`src/bms_rfd_pkg.sv`:
```
`timescale 1ns / 1ps

package bms_rfd_pkg;

  localparam logic [7:0] StartByte = 8'hDD;
  localparam logic [7:0] ErrorMask = 8'h80;
  localparam logic [7:0] EndByte   = 8'h77;

  // verdict bit positions
  localparam int unsigned VerdictBadEnd = 0;
  localparam int unsigned VerdictBadSum = 1;

  typedef enum logic [8:0] {
    PH_HUNT    = 9'b000000001,
    PH_CMD     = 9'b000000010,
    PH_STATUS  = 9'b000000100,
    PH_LEN     = 9'b000001000,
    PH_PAYLOAD = 9'b000010000,
    PH_SUM_HI  = 9'b000100000,
    PH_SUM_LO  = 9'b001000000,
    PH_END     = 9'b010000000,
    PH_DONE    = 9'b100000000
  } phase_e;

  typedef struct packed {
    logic [7:0] rx_byte;
    logic       restart;
  } in_item_t;

  typedef struct packed {
    logic       is_frame_end;
    logic [7:0] payload_byte;
    logic [7:0] payload_index;
    logic [7:0] frame_command;
    logic [7:0] frame_length;
    logic       device_error;
    logic [1:0] verdict;
  } out_item_t;

  // result handed from parser to output buffer
  typedef struct packed {
    logic      push;
    out_item_t item;
  } res_push_t;

endpackage

```
`src/bms_rfd_parser.sv`:
```
`timescale 1ns / 1ps

module bms_rfd_parser
  import bms_rfd_pkg::*;
(
  input  logic      clk_i,
  input  logic      rst_ni,
  input  logic      take_i,
  input  in_item_t  item_i,
  output res_push_t res_o
);

  phase_e      phase_q, phase_d;
  logic [7:0]  cmd_q, cmd_d;
  logic        err_q, err_d;
  logic [7:0]  len_q, len_d;
  logic [7:0]  cnt_q, cnt_d;
  logic [15:0] run_q, run_d;
  logic [15:0] rcv_q, rcv_d;

  phase_e      phase_eff;
  logic [7:0]  c;
  logic [7:0]  cnt_inc;
  logic [15:0] run_sub;

  assign c         = item_i.rx_byte;
  assign phase_eff = item_i.restart ? PH_HUNT : phase_q;
  assign cnt_inc   = cnt_q + 8'd1;
  assign run_sub   = run_q - {8'h00, c};

  always_comb begin
    phase_d = phase_q;
    cmd_d   = cmd_q;
    err_d   = err_q;
    len_d   = len_q;
    cnt_d   = cnt_q;
    run_d   = run_q;
    rcv_d   = rcv_q;
    res_o.push               = 1'b0;
    res_o.item.is_frame_end  = 1'b0;
    res_o.item.payload_byte  = 8'h00;
    res_o.item.payload_index = 8'h00;
    res_o.item.frame_command = cmd_q;
    res_o.item.frame_length  = len_q;
    res_o.item.device_error  = err_q;
    res_o.item.verdict       = 2'b00;
    if (take_i) begin
      phase_d = phase_eff;
      case (phase_eff)
        PH_HUNT: begin
          if (c == StartByte) phase_d = PH_CMD;
        end
        PH_CMD: begin
          cmd_d   = c;
          phase_d = PH_STATUS;
        end
        PH_STATUS: begin
          err_d   = |(c & ErrorMask);
          run_d   = 16'h0000 - {8'h00, c};
          phase_d = PH_LEN;
        end
        PH_LEN: begin
          len_d   = c;
          cnt_d   = 8'h00;
          run_d   = run_sub;
          phase_d = (c == 8'h00) ? PH_SUM_HI : PH_PAYLOAD;
        end
        PH_PAYLOAD: begin
          run_d = run_sub;
          cnt_d = cnt_inc;
          res_o.push               = 1'b1;
          res_o.item.payload_byte  = c;
          res_o.item.payload_index = cnt_q;
          if (cnt_inc >= len_q) phase_d = PH_SUM_HI;
        end
        PH_SUM_HI: begin
          rcv_d   = {c, 8'h00};
          phase_d = PH_SUM_LO;
        end
        PH_SUM_LO: begin
          rcv_d   = {rcv_q[15:8], c};
          phase_d = PH_END;
        end
        PH_END: begin
          res_o.push                            = 1'b1;
          res_o.item.is_frame_end               = 1'b1;
          res_o.item.verdict[VerdictBadEnd]     = (c != EndByte);
          res_o.item.verdict[VerdictBadSum]     = (rcv_q != run_q);
          phase_d                               = PH_DONE;
        end
        default: begin
          // done, or a code that means nothing: ignore the byte
          phase_d = phase_eff;
        end
      endcase
    end
  end

  always_ff @(posedge clk_i or negedge rst_ni) begin
    if (!rst_ni) begin
      phase_q <= PH_HUNT;
      cmd_q   <= 8'h00;
      err_q   <= 1'b0;
      len_q   <= 8'h00;
      cnt_q   <= 8'h00;
      run_q   <= 16'h0000;
      rcv_q   <= 16'h0000;
    end else begin
      phase_q <= phase_d;
      cmd_q   <= cmd_d;
      err_q   <= err_d;
      len_q   <= len_d;
      cnt_q   <= cnt_d;
      run_q   <= run_d;
      rcv_q   <= rcv_d;
    end
  end

endmodule

```
`src/bms_rfd_out_buf.sv`:
```
`timescale 1ns / 1ps

module bms_rfd_out_buf
  import bms_rfd_pkg::*;
(
  input  logic      clk_i,
  input  logic      rst_ni,
  input  res_push_t res_i,
  output logic      full_o,
  output logic      out_valid_o,
  input  logic      out_stall_i,
  output out_item_t out_item_o
);

  logic      main_valid_q;
  logic      skid_valid_q;
  out_item_t main_q;
  out_item_t skid_q;
  logic      take;

  assign take        = main_valid_q && !out_stall_i;
  assign full_o      = skid_valid_q;
  assign out_valid_o = main_valid_q;
  assign out_item_o  = main_q;

  // control
  always_ff @(posedge clk_i or negedge rst_ni) begin
    if (!rst_ni) begin
      main_valid_q <= 1'b0;
      skid_valid_q <= 1'b0;
    end else if (skid_valid_q) begin
      if (take) skid_valid_q <= 1'b0;
    end else if (res_i.push) begin
      if (main_valid_q && !take) skid_valid_q <= 1'b1;
      else main_valid_q <= 1'b1;
    end else if (take) begin
      main_valid_q <= 1'b0;
    end
  end

  // payload
  always_ff @(posedge clk_i) begin
    if (skid_valid_q) begin
      if (take) main_q <= skid_q;
    end else if (res_i.push) begin
      if (main_valid_q && !take) skid_q <= res_i.item;
      else main_q <= res_i.item;
    end
  end

endmodule

```
`src/bms_response_frame_deframer_unit.sv`:
```
`timescale 1ns / 1ps

// channel | direction | payload    | handshake
// --------+-----------+------------+------------------------------------
// in      | receive   | in_item_t  | in_valid_i / in_stall_o
// out     | send      | out_item_t | out_valid_o / out_stall_i
//
// one received byte per cycle unless in_stall_o is high: each transfer updates
// the parser state in the cycle it is accepted; any result is registered in
// the output register, or in the one-entry skid stage when that register holds
// an untaken result; input transfers carry on while a result waits; in_stall_o
// rises only once the skid is full and is a plain register output
// reset (rst_ni low, asynchronous) returns the parser to start-byte hunt and
// empties both output entries

module bms_response_frame_deframer_unit
  import bms_rfd_pkg::*;
(
  input  logic      clk_i,
  input  logic      rst_ni,
  input  logic      in_valid_i,
  output logic      in_stall_o,
  input  in_item_t  in_item_i,
  output logic      out_valid_o,
  input  logic      out_stall_i,
  output out_item_t out_item_o
);

  logic      in_take;
  logic      buf_full;
  res_push_t res;

  // a transfer happens whenever the skid stage has room
  assign in_stall_o = buf_full;
  assign in_take    = in_valid_i && !buf_full;

  // frame parser: phase, held header fields and checksum accumulation
  bms_rfd_parser u_parser (
    .clk_i  (clk_i),
    .rst_ni (rst_ni),
    .take_i (in_take),
    .item_i (in_item_i),
    .res_o  (res)
  );

  // output register plus skid entry
  bms_rfd_out_buf u_out_buf (
    .clk_i       (clk_i),
    .rst_ni      (rst_ni),
    .res_i       (res),
    .full_o      (buf_full),
    .out_valid_o (out_valid_o),
    .out_stall_i (out_stall_i),
    .out_item_o  (out_item_o)
  );

endmodule

```
`config.mk`:
```
export PLATFORM = sky130hd
export DESIGN_NAME = bms_response_frame_deframer_unit
export DESIGN_NICKNAME = d
export VERILOG_FILES = /design/src/bms_rfd_pkg.sv /design/src/bms_rfd_parser.sv /design/src/bms_rfd_out_buf.sv /design/src/bms_response_frame_deframer_unit.sv
export SDC_FILE = /design/constraint.sdc
export NUM_CORES = 1
export LEC_CHECK = 0
export ABC_AREA = 1
export BUFFER_PORTS_ARGS = -buffer_cell sky130_fd_sc_hd__buf_4
export CAP_MARGIN = 40
export CORE_ASPECT_RATIO = 1.2
export CORE_MARGIN = 2
export CORE_UTILIZATION = 47
export DETAILED_ROUTE_END_ITERATION = 8
export GPL_ROUTABILITY_DRIVEN = 0
export PLACE_DENSITY_LB_ADDON = 0.15
export SETUP_SLACK_MARGIN = 0.5
export SYNTH_ARGS = -nofsm -noshare
export SYNTH_HDL_FRONTEND = slang
export SYNTH_SLANG_ARGS = --single-unit
```
`constraint.sdc`:
```
create_clock -name clk_i -period 4.9 [get_ports clk_i]
set_input_delay 0.245 -clock clk_i [delete_from_list [all_inputs] [get_ports clk_i]]
set_output_delay 0.245 -clock clk_i [all_outputs]
set_load 0.05 [all_outputs]
```
Word level (Yosys, flattened, before mapping):

Cells that the tools add are included.

* $add $sub $neg: 3
* magnitude comparators: 1
* equal/unequal tests: 14
* mux-type cells: 25
* bitwise logic cells: 2
* reductions and logical operators: 24

Operators by type and width (number)
* $mux W36: 4
* $pmux W9 S8: 1
* $pmux W16 S2: 2
* $mux W9: 3
* $mux W18: 1
* $mux W16: 1
* $ne A16 B16 Y1: 1
* $pmux W8 S2: 1
* $sub A16 B8 Y16: 1
* $reduce_and A2 Y1: 6
* $reduce_and A3 Y1: 4
* $reduce_bool A2 Y1: 5
* $eq A9 B1 Y1 const B: 1
* $eq A9 B2 Y1 const B: 1
* $eq A9 B3 Y1 const B: 1
* $eq A9 B4 Y1 const B: 1
* $eq A9 B5 Y1 const B: 1
* $eq A9 B6 Y1 const B: 1
* $eq A9 B7 Y1 const B: 1
* $eq A9 B8 Y1 const B: 1
* $mux W1: 9
* $sub A1 B8 Y9 const A: 1
* $add A8 B1 Y8 const B: 1
* $eq A8 B8 Y1 const B: 1
* 11 further kinds: 19

* register bits: 140
* input port bits: 13
* output and inout port bits: 38
* word-level logic and storage cells: 93

Longest topological paths before layout:

* depth in word-level cells: 8
* mapped depth: 17
* mapped depth without buffers: 17

Cells and area by module:

Synthesis repeated with hierarchy kept, for this count alone.

* cell total of the unflattened synthesis: 842
* area total of the unflattened synthesis: 7490.9 um2

By module, submodules not included
* bms_rfd_parser: instances 1, cells an instance 631, area an instance 4704.5 um2, sequential area each 1652.8 um2
* bms_rfd_out_buf: instances 1, cells an instance 209, area an instance 2776.4 um2, sequential area each 2212.1 um2
* bms_response_frame_deframer_unit: instances 1, cells an instance 2, area an instance 10.0 um2, sequential area each 0.0 um2

Worst setup path after synthesis:

OpenSTA, ideal clock, no wires.

* kind: flip-flop to flip-flop
* start point: register u_out_buf.skid_valid_q (netlist: u_out_buf.full_o)
* end point: register u_out_buf.main_q (netlist bit u_out_buf.out_item_o[0]), enable pin
* setup time: 0.442 ns
* arrival: 3.153 ns
* required time: 4.458 ns
* path slack: 1.305 ns
* stages on the path, launching flop included: 7
* buffers on the path: 1
* path through: dfrtp_1 > inv_1 > nand2_1 > inv_2 > clkbuf_1 > nand2_1 > o22ai_1

* longest elaborated chain between the ends: 5
* elaborated cells on any way between the ends: 7
* those cells by class: eq/ne: 2; mux: 1; reduce/logical: 4

Ends and longest elaborated chain
* from (decl): line bms_rfd_out_buf.sv:16 `logic skid_valid_q;`
* from (signal assigned): line bms_rfd_out_buf.sv:30 `skid_valid_q <= 1'b0;`
* from (signal assigned): line bms_rfd_out_buf.sv:32 `if (take) skid_valid_q <= 1'b0;`
* from (signal assigned): line bms_rfd_out_buf.sv:34 `if (main_valid_q && !take) skid_valid_q <= 1'b1;`
* $logic_not A1 Y1: line bms_response_frame_deframer_unit.sv:35 `assign in_take = in_valid_i && !buf_full;`
* $logic_and A1 B1 Y1: line bms_response_frame_deframer_unit.sv:35
* $mux W18: line bms_rfd_parser.sv:47 `if (take_i) begin`
* $reduce_bool A2 Y1 (no line)
* $reduce_and A3 Y1 (no line) *
* to (signal assigned): line bms_rfd_out_buf.sv:44 `if (take) main_q <= skid_q;`
* to (signal assigned): line bms_rfd_out_buf.sv:47 `else main_q <= res_i.item;`
* to (decl): line bms_rfd_out_buf.sv:17 `out_item_t main_q;`

Mark *: on every way between the ends. The rest lies on a longest branch, timed or not.
A chain may end at the register's enable or synchronous reset.

Worst setup path in the final report:

* start point: register u_out_buf.skid_valid_q (netlist: u_out_buf.full_o)
* end point: register u_out_buf.skid_q[3] (netlist name), enable pin

* longest elaborated chain between the ends: 4
* elaborated cells on any way between the ends: 5
* those cells by class: mux: 1; bitwise: 1; reduce/logical: 3

Ends and longest elaborated chain
* $logic_not A1 Y1: line bms_response_frame_deframer_unit.sv:35
* $logic_and A1 B1 Y1: line bms_response_frame_deframer_unit.sv:35
* $mux W18: line bms_rfd_parser.sv:47
* $reduce_and A3 Y1 (no line) *
* to (signal assigned): line bms_rfd_out_buf.sv:46 `if (main_valid_q && !take) skid_q <= res_i.item;`
* to (decl): line bms_rfd_out_buf.sv:18 `out_item_t skid_q;`

Marked as above.

==> flow_metrics.tcl <==
set metrics [dict create \
    critPathMaxStageDelay_ns 0.62 \
    cp.required_ns 5.03 \
    worst_path_max_delay_cell "a21oi_4" \
    yosysUniqueCellTypes 41 \
    syn_to_final_growth_pct 17.87 \
    port_buffers 50 \
    die_area_um2 16100 \
    grt_max_degree 48 \
    core_um2 14900 \
    dp_hpwl_um 11520 \
    slew_headroom 0.5371 \
    whs_ns 0.08742 \
    status "complete, no violations" \
    ant_nets 0 \
    powerDensity_nw_per_um2 379.0 \
    fin_setup_tns_ns 0 \
    timing.fmax_mhz 324.2 \
    cts-htree-levels 4 \
    hold_viol 0 \
    maxCapViolCount 0 \
    end_kind "flip-flop" \
    avgSynthCellArea_um2 8.835 \
    vias 5544 \
    syn_inst 803 \
    crit_fanout 40 \
    die_w_um 116.2 \
    yosysSeqAreaShare 0.5448 \
    grt.total_usage 0.2249 \
    rows 49 \
    n_fill_cell 1334 \
    cts_tree "yes" \
    fin_skew_ns 0.007604 \
    critPathKind "flip-flop to flip-flop" \
    synth_top_area_cell "edfxtp_1" \
    fin_nets 892 \
    die_h_um 138.6 \
    clock_sinks 140 \
    wl_um 16680 \
    vias_per_cell 5.157 \
    crit_top_cell "nand2_1" \
    mappedNetlistArea_um2 7094 \
    grt_pass1_wl_um 27740 \
    rsz0062_at_grt "no" \
    route.detailed.drc 0 \
    insertion_delay_ns 0.43 \
    post_cts_buffers 0 \
    p_leak_nw 3.719 \
    drive_above_1_share 0.1332 \
    clockBufferDepth 2 \
    ys_ff_latch 140 \
    min_period_ns 3.084 \
    synth_area_leaders "edfxtp_1, dfrtp_1, nand2_1" \
    fin_cells 1075 \
    cts_buffers 17 \
    period_share 0.6295 \
    ioPinCount 51 \
    syn_nets 837 \
    synth_top_area_frac 0.3048 \
    wire_per_inst_um 15.51 \
    finalSetupViolations 0 \
    worst_ep_arrival_time_ns 3.21 \
    dr.first_iter.drc_count 474 \
    start_util 0.4762 \
    grt_pass1_vias 5579 \
    placed_cells 1042 \
    clk_pin_slew_ns 0.06 \
    hold_class "input port to flip-flop" \
    hold-path-cell-count 3 \
    max-vdd-ir-drop_v 0.0001838 \
    drtPass1Iterations 8 \
    path_cells "inv_1 -> nand2_1 -> inv_2 -> nand2_1 -> buf_4 -> a21oi_4 -> buf_16" \
    slew_violations 0 \
    critPathLaunchType "flip-flop" \
    ys_warn_count 0 \
    worstMarginPinSlew_ns 0.6928 \
    grt_overflow 0 \
    root_buffer "clkbuf_16" \
    antenna_found_initial 0 \
    diodes 0 \
    reg2reg_depth 7 \
]
worst max-delay path, delay by kind of cell (launching register included):
| family | cells | cell delay [ns] |
|---|---|---|
| buf+inv | 4 | 1.28 |
| compound gates | 1 | 0.62 |
| simple gates | 2 | 0.50 |
| flops | 1 | 0.37 |
metal layers:
metal | vias up | wire length (µm) | track usage
met5 | - | 0 | 0
met4 | 0 | 392 | 0.08772
met3 | 23 | 817 | 0.05288
met2 | 155 | 8462 | 0.3777
met1 | 2611 | 7005 | 0.2792
li1 | 2755 | - | -
path summary, 6_finish.rpt:
check                             startpoint               endpoint  slack [ns]
setup / recovery            u_out_buf.full_o    u_out_buf.skid_q[3]        1.82
hold / removal                   out_stall_i  u_out_buf.out_valid_o        0.09
setup reg to reg            u_out_buf.full_o    u_out_buf.skid_q[3]        1.82
hold reg to reg            u_parser.cmd_q[7]   u_out_buf.skid_q[18]        0.48
max in group asynchronous             rst_ni      u_parser.cnt_q[2]        4.06
min in group asynchronous             rst_ni      u_parser.rcv_q[3]        0.29
flip-flops by register name, summed over array words and instances, names as in the netlist:
signal                 cells
u_parser.err_q             1
u_parser.cmd_q             8
u_parser.len_q             8
u_parser.rcv_q            16
u_out_buf.out_valid_o      1
u_parser.phase_q           9
u_parser.run_q            16
u_out_buf.full_o           1
u_parser.cnt_q             8
u_out_buf.skid_q          36
u_out_buf.out_item_o      36
cells by family after synthesis:
logic type               count (synthesis)  synth area share
AO/OA/AOI/OAI                          104           0.08060
XOR/XNOR                                28           0.03457
adder cells (fa/ha/maj)                 21           0.03810
buffers and inverters                  114           0.06261
flip-flops                             140            0.5448
AND/OR/NAND/NOR                        396            0.2393
synthesized netlist by cell type (all sizes together):
cell type	n
clkbuf	11
o21bai	2
o211ai	3
nor2b	1
nand3	48
o22ai	9
ha	20
xor2	12
nand3b	3
o31ai	1
xnor2	16
buf	9
dfrtp	67
fa	1
edfxtp	72
nor2	69
nand2	248
dfstp	1
a21boi	1
clkinv	4
o21ai	71
or2	3
a31oi	2
nor3	8
nor4	3
a21oi	15
nand4	13
inv	90
repair_timing:
item,4_1_cts,5_1_grt
gates resized for setup,0,0
endpoints found under the setup margin,0,0
endpoints found under the hold margin,27,0
hold buffers,1,0
stage by stage:
step / utilization / total power [W] / setup WS, ns / instance area (µm²)
after global placement: 0.5151 / 0.001859 / 1.698 / 7674
final: 0.5613 / 0.003169 / 1.816 / 8362
after detailed placement: 0.5206 / 0.001885 / 1.812 / 7756
after CTS: 0.5613 / 0.003187 / 1.806 / 8362
after floorplan: - / 0.001755 / 1.305 / 7094
after global routing: 0.5613 / 0.003312 / 1.518 / 8362
where the power goes:
part	internal [W]	switching (W)	leakage, nW
registers	0.00133	0.0000879	1.53
clock network	0.000781	0.000520	0.285
logic	0.000185	0.000269	1.90
placed cells by master, fill, tap and decap left out, types with 4 or more instances in the layout:
cell type    n
clkbuf_16   17
o21ai_1     55
o22ai_1      8
clkinv_1     4
nor3_1       7
nor2_2       5
nand4_1     13
ha_1        20
inv_2        6
xor2_1      12
edfxtp_1    72
nand3_1     46
dfrtp_1     67
buf_4       52
nand2_1    242
nor2_1      62
o21ai_0     15
a21oi_1     13
xnor2_1     16
inv_1       84
cell type report:
class / count / area, µm² / area share
clock buffer: 20 / 456.7 / 0.05462
inverter: 94 / 352.8 / 0.04220
timing repair buffer: 56 / 483.0 / 0.05776
sequential: 140 / 3865 / 0.4622
clock inverter: 12 / 138.9 / 0.01661
tap: 204 / 255.2 / 0.03053
multi-input combinational: 549 / 2810 / 0.3361
Power figures use the tool's default switching activity.
